**src/rtl/pli_pkg.sv**
```systemverilog
package pli_pkg;

   localparam int MAX_POINTS_DEFAULT = 64;
   localparam int QUEUE_DEPTH = 2;
   localparam int DIV_WIDTH = 33;

   localparam logic [6:0] POINT_COUNT_RESET = 7'd2;
   localparam logic [6:0] POINT_COUNT_MIN = 7'd2;

   localparam logic OP_LOAD = 1'b0;
   localparam logic OP_EVAL = 1'b1;

   localparam logic [1:0] STATUS_LOADED = 2'd0;
   localparam logic [1:0] STATUS_INTERP = 2'd1;
   localparam logic [1:0] STATUS_OUT_OF_RANGE = 2'd2;
   localparam logic [1:0] STATUS_DEGENERATE = 2'd3;

   typedef struct packed {
      logic              opcode;
      logic [5:0]        point_index;
      logic signed [31:0] x_value;
      logic signed [31:0] y_value;
   } req_word_type;

   typedef struct packed {
      logic signed [31:0] y_result;
      logic [1:0]         status;
   } rsp_word_type;

   // Command kinds decided by the front end.
   typedef enum logic [1:0] {
      KIND_LOAD,
      KIND_SKIP,
      KIND_EVAL,
      KIND_EMPTY
   } cmd_kind_type;

   typedef struct packed {
      cmd_kind_type       kind;
      logic signed [31:0] x_value;
      logic signed [31:0] y_value;
   } cmd_type;

endpackage

```
**src/rtl/pli_front.sv**
```systemverilog
module pli_front import pli_pkg::*; #(
   parameter int MAX_POINTS = MAX_POINTS_DEFAULT
) (
   input  logic                          clock,
   input  logic                          reset,
   input  logic                          req_valid,
   output logic                          req_stall,
   input  req_word_type                  req_word,
   input  logic                          csr_wr_en,
   input  logic [6:0]                    csr_wr_data,
   output logic                          q_valid,
   output cmd_type                       q_cmd,
   output logic [$clog2(MAX_POINTS)-1:0] q_slot,
   input  logic                          q_pop
);

   localparam int AW = $clog2(MAX_POINTS);
   localparam int QPW = (QUEUE_DEPTH > 1) ? $clog2(QUEUE_DEPTH) : 1;
   localparam int QCW = $clog2(QUEUE_DEPTH + 1);

   logic [6:0]     point_count_ff;
   logic [QPW-1:0] wr_ptr_ff, wr_ptr_in;
   logic [QPW-1:0] rd_ptr_ff, rd_ptr_in;
   logic [QCW-1:0] count_ff, count_in;
   cmd_type        cmd_q_ff [QUEUE_DEPTH];
   logic [AW-1:0]  slot_q_ff [QUEUE_DEPTH];
   cmd_type        new_cmd;
   logic [AW-1:0]  new_slot;
   logic           push;

   assign req_stall = (count_ff == QCW'(QUEUE_DEPTH));
   assign push = req_valid && !req_stall;
   assign q_valid = (count_ff != '0);
   assign q_cmd = cmd_q_ff[rd_ptr_ff];
   assign q_slot = slot_q_ff[rd_ptr_ff];

   // The slot field carries the write slot for a load and the last
   // breakpoint index for an evaluate.
   always_comb begin
      new_cmd.x_value = req_word.x_value;
      new_cmd.y_value = req_word.y_value;
      new_slot = AW'(req_word.point_index);
      if (req_word.opcode == OP_LOAD) begin
         if (32'(req_word.point_index) < 32'(MAX_POINTS)) begin
            new_cmd.kind = KIND_LOAD;
         end else begin
            new_cmd.kind = KIND_SKIP;
         end
      end else begin
         if (point_count_ff < POINT_COUNT_MIN) begin
            new_cmd.kind = KIND_EMPTY;
         end else begin
            new_cmd.kind = KIND_EVAL;
         end
         if (32'(point_count_ff) > 32'(MAX_POINTS)) begin
            new_slot = AW'(MAX_POINTS - 1);
         end else begin
            new_slot = AW'(point_count_ff - 7'd1);
         end
      end
   end

   always_comb begin
      wr_ptr_in = wr_ptr_ff;
      rd_ptr_in = rd_ptr_ff;
      count_in = count_ff;
      if (push) begin
         wr_ptr_in = (wr_ptr_ff == QPW'(QUEUE_DEPTH - 1)) ? '0 : wr_ptr_ff + 1'b1;
      end
      if (q_pop) begin
         rd_ptr_in = (rd_ptr_ff == QPW'(QUEUE_DEPTH - 1)) ? '0 : rd_ptr_ff + 1'b1;
      end
      if (push && !q_pop) begin
         count_in = count_ff + 1'b1;
      end else if (!push && q_pop) begin
         count_in = count_ff - 1'b1;
      end
   end

   always_ff @(posedge clock) begin
      if (reset) begin
         point_count_ff <= POINT_COUNT_RESET;
         wr_ptr_ff <= '0;
         rd_ptr_ff <= '0;
         count_ff <= '0;
      end else begin
         if (csr_wr_en) begin
            point_count_ff <= csr_wr_data;
         end
         wr_ptr_ff <= wr_ptr_in;
         rd_ptr_ff <= rd_ptr_in;
         count_ff <= count_in;
      end
   end

   always_ff @(posedge clock) begin
      if (push) begin
         cmd_q_ff[wr_ptr_ff] <= new_cmd;
         slot_q_ff[wr_ptr_ff] <= new_slot;
      end
   end

endmodule

```
**config.mk**
```make
export PLATFORM = sky130hd
export DESIGN_NAME = pli_front
export DESIGN_NICKNAME = d
export VERILOG_FILES = /design/src/rtl/pli_pkg.sv /design/src/rtl/pli_front.sv
export SDC_FILE = /design/constraint.sdc
export NUM_CORES = 1
export LEC_CHECK = 0
export BUFFER_PORTS_ARGS = -buffer_cell sky130_fd_sc_hd__buf_2
export CAP_MARGIN = 30
export CORE_MARGIN = 3
export CORE_UTILIZATION = 43
export CTS_CLUSTER_SIZE = 28
export DETAILED_ROUTE_END_ITERATION = 8
export HOLD_SLACK_MARGIN = 0.08
export PLACE_DENSITY_LB_ADDON = 0.08
export SETUP_SLACK_MARGIN = 0.4
export SLEW_MARGIN = 30
export SYNTH_ARGS = -nofsm -noshare
export SYNTH_HDL_FRONTEND = slang
export SYNTH_SLANG_ARGS = --single-unit
```
**constraint.sdc**
```tcl
create_clock -name clock -period 8.5 [get_ports clock]
set_clock_uncertainty 0.05 [all_clocks]
set_input_delay 0.85 -clock clock [delete_from_list [all_inputs] [get_ports clock]]
set_output_delay 0.85 -clock clock [all_outputs]
set_load 0.03 [all_outputs]
```
==> run metrics, run 1 <==
status=complete, no violations; total clock sinks=approximately 160; CTS buffer count=17; HP Class=reg -> reg; CP max stage delay=0.66 ns; Starting Density=44.9%; gpl congestion=just under 0.8; vias after detailed routing=3143; crit path time final=around 2.9 ns; Worst Path Arrival=1.96 ns; largest area contributor in the netlist=edfxtp_1; commonest non-fill, non-tap cell in the layout=buf_2; Syn Nets=a little under 400; ANT nets after route=0; Pre-Repair DR Iteration Count=4; grt ovf=0; number of remaining DRC errors=0; register area share after synthesis=78.7%; Final setup viols=0; CTS Hold Buffers Added=0; clock-pin slew on the worst setup and hold paths=~0.06 ns; Nets=approximately 550; Post-CTS Repair Setup Buffers=0; antenna violations before repair=0; die height=122 um; WS Path Type=reg -> out; highest clock rate=0.350 GHz; Slowest-stage cell, CP=dfxtp_4; Core Region=between 10000 and 15000 um2; Placed Area=6820 um2; mean routed wirelength per cell=about 17 um; synthesized area per cell=~19 um2; Worst VDD drop=0.142 mV; number of port buffers=roughly 160; # IOs=157; Max-slew headroom=around half; Final Hold Viols=0; flops & latches, synth=156; gr usage total=between 10% and 20%; post-DR vias/cell=4.81; commonest non-fill, non-tap cells in the layout=buf_2 (156), edfxtp_1 (144), mux2_2 (72), clkbuf_16 (17), nor2_1 (16); RSZ-0062 raised after global routing=false; first-pass GRT wire length=~16 mm; pwr/cell area=277 nW/um2; CTS tree=yes; number of global-route vias before repair=between 3000 and 4000; total chip power=2.07 mW; Ant. Diodes=0; die area=approximately 15000 um2; fillcell total=roughly 1000; pin count of the biggest net entering global routing=74; Final Max Slew Viols=0; Area growth syn-to-layout=28.6%; Slew @ Worst Pin=between 0.7 and 0.8 ns; CP Cell Sequence=buf_12 -> mux2_2 -> buf_2; Leak=about 2.8 nW; Util after Layout=between 50 and 60%; post-synthesis cell count=roughly 300; max cap viols=0; clock root cell=clkbuf_16; startpoint types=flip-flop; Area contributors post-synth=edfxtp_1 (75%), mux2_2 (14%), dfxtp_1 (4.1%), mux2i_1 (1.0%), nor2_1 (1.0%); crit share post-route=between 30 and 40%; Clk Latency, worst-skew pair=just over 0.4 ns; YS warnings=0; reg2reg setup slack=6.69 ns; CTS resizes=0; Netlist cell types=29; Critical Path RT=between 7 and 8 ns; H-Tree Depth=4; share of layout cells above drive strength 1=between 50% and 60%; Critical Path Sink Type=primary output; Post-Route WL=approximately 11 mm; Synth top area share=around three quarters; Finished Cell Area=between 7000 and 8000 um2; Longest Clk Path Bufs=2; Die Width=approximately 120 um; Synth Cell Area=~5800 um2; # rows=41; 1st-iter DRT viols=253; Post-DP HPWL=7.20 mm; setup_tns=0 ns; worst-path fanout max=38; WHS=between 0.4 and 0.5 ns
## registers in the layout, summed over array words and instances, names as in the netlist, named ones only
name,cells
cmd_q_ff,132
count_ff,2
point_count_ff,7
rd_ptr_ff,1
slot_q_ff,12
wr_ptr_ff,1
## path summary, 6_finish.rpt
check,cells after the start,endpoint,startpoint
setup / recovery,3,q_cmd[16],flip-flop
hold / removal,2,count_ff[1]$_SDFFE_PP0P_,count_ff[1]$_SDFFE_PP0P_
setup reg to reg,3,slot_q_ff[0][2]$_DFFE_PP_,point_count_ff[0]$_SDFFE_PP0P_
hold reg to reg,2,count_ff[1]$_SDFFE_PP0P_,count_ff[1]$_SDFFE_PP0P_
## routing by layer
metal	wire, um	track usage [%]	share of wire [%]
met2	5540	24.4	51
met4	177	6.79	1.6
met3	796	5.76	7.3
met1	4430	16.8	41
met5	0	0	0
## worst max-delay path: cells and delay by family (launching register included)
family	cells	cell delay [ns]
muxes	1	0.38
buffers and inverters	2	0.47
DFF	1	0.66
## cell type report
cell class,instances,area (um2),share of cell area (%)
Sequential cell,156,4570,61.2
Multi-Input combinational cell,127,1180,15.8
Timing Repair Buffer,160,852,11.4
Clock buffer,25,485,6.50
Tap cell,172,215,2.88
Clock inverter,7,136,1.83
Inverter,7,26.3,0.352
## synth_stat cells
library cell and n:
nor2b_1 1, inv_1 7, clkbuf_1 4, dfxtp_1 12, edfxtp_1 144, a21oi_1 1
buf_1 7, xnor2_1 3, nand2b_1 1, o211ai_1 1, a21boi_0 1, o31ai_1 2
a31oi_1 6, nor3_1 1, xor2_1 2, and3_1 1, mux2_2 72, nor4_1 1
o21ai_0 2, and4_1 1, or2_2 1, o21a_1 1, ha_1 2, nand2_1 1
or3_1 2, nor2_1 16, nor3b_1 1, or4_4 1, mux2i_1 6
## cells by family after synthesis
logic type	after synthesis	share of synthesized area, %
flip-flops	156	78.7
multiplexers	78	15.0
AND/OR/NAND/NOR	28	2.42
buffers and inverters	18	1.16
AO/OA/AOI/OAI	14	1.55
XOR/XNOR	5	0.755
adder cells (fa/ha/maj)	2	0.431
## where the power goes
| group | internal (mW) | total (mW) | switching [mW] |
|---|---|---|---|
| combinational | 0.116 | 0.332 | 0.216 |
| clock | 0.514 | 0.784 | 0.271 |
| sequential | 0.928 | 0.953 | 0.0252 |
| total | 1.56 | 2.07 | 0.511 |
## metrics by stage
step                      cells  setup WS, ns
after floorplan             301          2.04
after CTS                   653          5.47
after global placement      619          5.94
after detailed placement    621          5.94
final                       654          5.64
after global routing        654          5.54
Power figures use the tool's default switching activity.
==> run 2, diff against run 1 <==
ABC_AREA = 1   (was unset)
clock period = 2.54 ns   (was 8.5 ns; I/O delays follow)
==> run 2 against run 1 <==
Against the previous run: sequential power rose to 3.3 times the previous value; global-route usage up 0.41 points; synthesized cell count up 9.3%; register-to-register slack worse by 5.9 ns; cell area up 15%.
==> run metrics, run 2 <==
Storage cell area=around 4600 um2; status=complete, no violations; Area contributors post-synth=edfxtp_1 (70%), mux2_4 (17%), dfxtp_1 (3.9%), buf_12 (2.3%), nor2_1 (1.6%); largest area contributor in the netlist=edfxtp_1; number of remaining DRC errors=0; cell mode on critical path=dlygate4sd3_1; Netlist cell types=20; biggest regs=cmd_q_ff (132), slot_q_ff (12), point_count_ff (7); Area growth syn-to-layout=37.9%; Starting Density=~44%; Worst Path Arrival=roughly 2.2 ns; crit path time final=1.98 ns; Nets=662; worst setup path start=csr_wr_data[1]; Critical Path RT=around 2.8 ns; pwr/cell area=slightly above 800 nW/um2; CTS tree=yes; fillcell total=1078; xor/xnor share of the synthesized area=0.141%; post-synthesis cell count=between 300 and 400; total clock sinks=156; Critical Path Sink Type=flip-flop; # rows=43; mean routed wirelength per cell=~15 um; Post-Synth Adder-Cell Area=less than 1%; register area share after synthesis=~74%; max cap viols=0; grt ovf=0; Final Hold Viols=0; top post-synthesis cells by count=edfxtp_1 (144), mux2_4 (70), nor2_1 (26); post-DR vias/cell=approximately 4.6; startpoint types=input pin; CTS buffer count=17; crit share post-route=78.0%; Critical R2R Launch=count_ff[1]$_SDFFE_PP0P_; Post-synth top flop=edfxtp_1; Placed Area=roughly 7000 um2; commonest non-fill, non-tap cell in the layout=buf_2; HP Class=in -> reg; Post-DP HPWL=7.63 mm; commonest non-fill, non-tap cells in the layout=buf_2 (156), edfxtp_1 (144), dlygate4sd3_1 (75), mux2_4 (70), nor2_1 (24); number of port buffers=around 160; Largest Register=cmd_q_ff; pin count of the biggest net entering global routing=44; Worst R2R End=count_ff[1]$_SDFFE_PP0P_; die height=126 um; Final setup viols=0; Longest Clk Path Bufs=2; Clk Latency, worst-skew pair=a little over 0.4 ns; reg2reg setup slack=roughly 0.81 ns; Core Region=14000 um2; Post-Route WL=11.8 mm; CP max stage delay=approximately 0.56 ns; Max-slew headroom=59.9%; Pre-Repair DR Iteration Count=4; max reg flops=about 130; die area=roughly 16000 um2; Async S/R FF share, synth=0%; number of global-route vias before repair=roughly 3800; Post-Synth Simple-Gate Area=around 2.8%; CTS resizes=0; CP Cell Sequence=dlygate4sd3_1 -> buf_2 -> a21oi_1 -> dlygate4sd3_1 -> o21ai_0 -> dlygate4sd3_1; Cells on Worst Hold Path=3; Ant. Diodes=0; Reg2Reg Depth=9; mux contribution to synthesized area=17.3%; 1st-iter DRT viols=roughly 180; Synth Cell Area=between 6000 and 7000 um2; synthesized area per cell=18.9 um2; YS warnings=0; Slowest-stage cell, CP=dlygate4sd3_1; vias after detailed routing=approximately 3500; area taken by multi-input logic gates=1440 um2; clock root cell=clkbuf_16; crit path to=point_count_ff[1]$_SDFFE_PP1P_; Die Width=126 um; Final Max Slew Viols=0; Compound-Gate Fraction of Synth Area=under 10%; WS Path Type=in -> reg; Finished Cell Area=about 8600 um2; ANT nets after route=0; first-pass GRT wire length=18.6 mm; DP Worst Slack=roughly 0.80 ns; worst setup margin=about 0.56 ns; # IOs=about 160; highest clock rate=roughly 0.51 GHz; Slew @ Worst Pin=about 0.60 ns; Leak=~3.5 nW; RSZ-0062 raised after global routing=false; worst-path fanout max=1; flops & latches, synth=156; clock-pin slew on the worst setup and hold paths=0.06 ns; Util after Layout=around three fifths; Worst VDD drop=approximately 0.52 mV; H-Tree Depth=4; EDFF count, synth=between 100 and 150; Synth top area share=a little over two thirds; share of layout cells above drive strength 1=between 40% and 50%; most frequent cell after synthesis=edfxtp_1; gr usage total=~15%; antenna violations before repair=0; Syn Nets=414; largest family of logic cells by synthesized area=multiplexers; gpl congestion=just under 0.8
run 2: cell count changes after synthesis, sizes merged, moves of 2 or more:
| cell | change |
|---|---|
| xnor2 | -2 |
| or3 | -2 |
| mux2i | -6 |
| nor2 | +10 |
| xor2 | -2 |
| clkbuf | -4 |
| nand2 | +15 |
| o31ai | -2 |
| o21ai | +9 |
| a21oi | +13 |
| inv | +9 |
| a31oi | -5 |
| buf | +3 |
run 2: kinds of logic (layout without fill, tap and decap cells):
kind of cell,Yosys count,in the layout
AO/OA/AOI/OAI,27,27
XOR/XNOR,1,1
adder cells (fa/ha/maj),2,2
flip-flops,156,156
multiplexers,72,72
buffers and inverters,26,286
AND/OR/NAND/NOR,45,45
run 2: worst max-delay path, delay by kind of cell:
| kind | cells | cell delay [ns] |
|---|---|---|
| compound gates | 2 | 0.19 |
| buf+inv | 4 | 1.78 |
run 2: repair_timing:
item,CTS,global route
buffers inserted,2,0
endpoints found under the hold margin,135,0
setup endpoints to repair,46,0
hold buffers,75,0
run 2: through the flow:
step | total power, mW | hold WS, ns | std cells | TNS, ns
after floorplan | 4.01 | 0.276 | 329 | -46.87
after global placement | 4.30 | 0.393 | 661 | 0
after detailed placement | 4.32 | 0.395 | 661 | 0
after CTS | 7.10 | 0.0862 | 769 | 0
after global routing | 7.30 | 0.111 | 769 | 0
final | 7.01 | 0.100 | 769 | 0
run 2: layout make-up:
class	count	share of cell area (%)
timing repair buffer	239	19.2
inverter	16	0.702
tap	180	2.63
clock buffer	18	5.01
sequential	156	53.4
clock inverter	13	2.32
multi-input combinational	147	16.8
run 2: how the worst min path moves through the flow:
stage / start / slack [ns] / to
2_1_floorplan: reset / 0.28 / flip-flop
3_3_place_gp: req_word[43] / 0.39 / cmd_q_ff[1][43]$_DFFE_PP_
3_5_place_dp: req_word[10] / 0.40 / cmd_q_ff[1][10]$_DFFE_PP_
4_1_cts: csr_wr_data[6] / 0.09 / point_count_ff[6]$_SDFFE_PP0P_
5_1_grt: csr_wr_data[6] / 0.11 / point_count_ff[6]$_SDFFE_PP0P_
6_report: csr_wr_data[6] / 0.10 / point_count_ff[6]$_SDFFE_PP0P_
run 2: report_power, final:
group,switching [mW],internal (mW)
sequential,0.0581,3.05
combinational,0.706,0.522
clock,0.944,1.73
run 2: layer usage:
metal  track usage [%]  wire, um  vias up
met2              25.8      6060       99
li1                  -         -     1722
met1              17.8      4890     1714
met4              5.99       156        0
met5                 0         0        -
met3              4.79       670       11
==> run 3, diff against run 2 <==
ABC_AREA = 0   (was 1)
clock period = 1.7 ns   (was 2.54 ns; I/O delays follow)
==> run 3 against run 2 <==
Against the previous run: the flow now finishes with violations (setup timing); critical endpoint is now q_cmd[15]; utilization grew 16 points; sequential power increased by 53%; clock power increased by 37%.
==> run metrics, run 3 (synthesis results as in run 1) <==
gr usage total=between 10% and 20%; die height=roughly 120 um; grt ovf=0; Util after Layout=77.0%; 1st-iter DRT viols=between 200 and 250; biggest regs=cmd_q_ff (132), slot_q_ff (12), point_count_ff (7); Final Hold Viols=0; Worst R2R End=cmd_q_ff[0][42]$_DFFE_PP_; Critical Path Sink Type=primary output; total clock sinks=approximately 160; Post-DP HPWL=7.68 mm; gpl congestion=between 0.8 and 0.9; Slew @ Worst Pin=between 0.4 and 0.5 ns; worst-path fanout max=23; post-DR vias/cell=between 4 and 5; clock root cell=clkbuf_16; crit path time final=between 1.5 and 2 ns; Worst VDD drop=slightly below 0.8 mV; ANT nets after route=0; worst setup margin=-0.0892 ns; Cells on Worst Hold Path=3; highest clock rate=approximately 0.56 GHz; startpoint types=flip-flop; Reg2Reg Depth=8; CTS buffer count=17; status=finished, violations left; Die Width=about 120 um; crit share post-route=105%; commonest non-fill, non-tap cell in the layout=edfxtp_1; Final Max Slew Viols=0; Pre-Repair DR Iteration Count=4; Ant. Diodes=0; Core Region=approximately 13000 um2; Hold Path End=slot_q_ff[0][2]$_DFFE_PP_; Nets=~700; number of port buffers=~160; Post-Route WL=around 15 mm; max cap viols=0; max reg flops=approximately 130; Finished Cell Area=9950 um2; total chip power=11.8 mW; Worst Path Arrival=between 1.5 and 2 ns; first-pass GRT wire length=roughly 21 mm; Placed Area=approximately 7000 um2; fillcell total=approximately 750; mean routed wirelength per cell=~19 um; # IOs=157; vias after detailed routing=roughly 3900; RSZ-0062 raised after global routing=true; Longest Clk Path Bufs=2; violated checks=setup timing; CTS tree=yes; Largest Register=cmd_q_ff; commonest non-fill, non-tap cells in the layout=edfxtp_1 (144), buf_2 (82), dlygate4sd3_1 (77), buf_6 (68), mux2_2 (40); hold_sp=req_word[66]; antenna violations before repair=0; reg2reg setup slack=0.02 ns; Clk Latency, worst-skew pair=roughly 0.42 ns; pin count of the biggest net entering global routing=28; share of layout cells above drive strength 1=between 50 and 60%; Max-slew headroom=between 70% and 80%; Final setup viols=71; H-Tree Depth=4; pwr/cell area=approximately 1200 nW/um2; die area=~15000 um2; # rows=41; Leak=3.94 nW; Area growth syn-to-layout=71.5%; HP Class=in -> reg; Critical R2R Launch=count_ff[0]$_SDFFE_PP0P_; Critical Path RT=between 1 and 1.5 ns; Starting Density=around 45%; number of global-route vias before repair=slightly above 4000; WS Path Type=reg -> out; number of remaining DRC errors=0; clock-pin slew on the worst setup and hold paths=0.06 ns
run 3: cell count changes in the layout (fill, tap and decap cells not counted), sizes merged, moves of 6 or more:
cell / change
nand2: -15
buf: +59
nor2: -10
a21oi: -13
o21ai: -9
inv: -10
mux2i: +6
clkbuf: +7
run 3: worst max-delay path, cell delays in order (launching register included):
cell and delay [ns]:
dfxtp_4 0.39, buf_12 0.21, mux2_2 0.36, buf_4 0.17
run 3: routing by layer:
metal / routed length (um) / vias up / GRT usage (%)
li1: - / 1797 / -
met1: 5650 / 1949 / 22.6
met2: 8200 / 119 / 34.5
met3: 814 / 17 / 5.11
met4: 242 / 0 / 6.93
met5: 0 / - / 0
run 3: area by class of cell:
type	count	area, um2	share of cell area [%]
clock buffers	23	448	4.50
clock inverters	9	120	1.21
inverters	7	31.3	0.314
multi-input cells	127	1430	14.3
flip-flops and latches	156	4570	46.0
well taps	172	215	2.16
repair buffers	302	3130	31.5
run 3: repair_timing:
item                       CTS  global route
resized for setup          173            57
hold endpoints to repair   142             0
hold buffers                80             0
cloned                      15             1
setup endpoints to repair  228           234
setup buffers               32            10
pin swaps                    5             9
run 3: metrics by stage:
step                hold WS [ns]  setup slack [ns]  std cells  TNS [ns]
finish                     0.110           -0.0892        796     -3.08
global route               0.113            -0.140        796     -6.66
CTS                       0.0920            -0.112        788     -5.08
detailed placement         0.312             0.115        629         0
global placement           0.309             0.139        629         0
floorplan                  0.219             -1.09        301    -95.86
run 3: power breakdown:
| group | internal [mW] | switching, mW | total, mW |
|---|---|---|---|
| clock network | 2.29 | 1.37 | 3.66 |
| logic | 1.83 | 1.51 | 3.34 |
| registers | 4.64 | 0.115 | 4.75 |
| total | 8.76 | 3.00 | 11.8 |
run 3: worst max path at each step:
stage	endpoint	slack, ns
CTS	q_cmd[53]	-0.11
global route	q_slot[3]	-0.14
floorplan	cmd_q_ff[0][0]$_DFFE_PP_	-1.09
detailed placement	slot_q_ff[0][5]$_DFFE_PP_	0.11
global placement	slot_q_ff[0][5]$_DFFE_PP_	0.14
finish	q_cmd[15]	-0.09
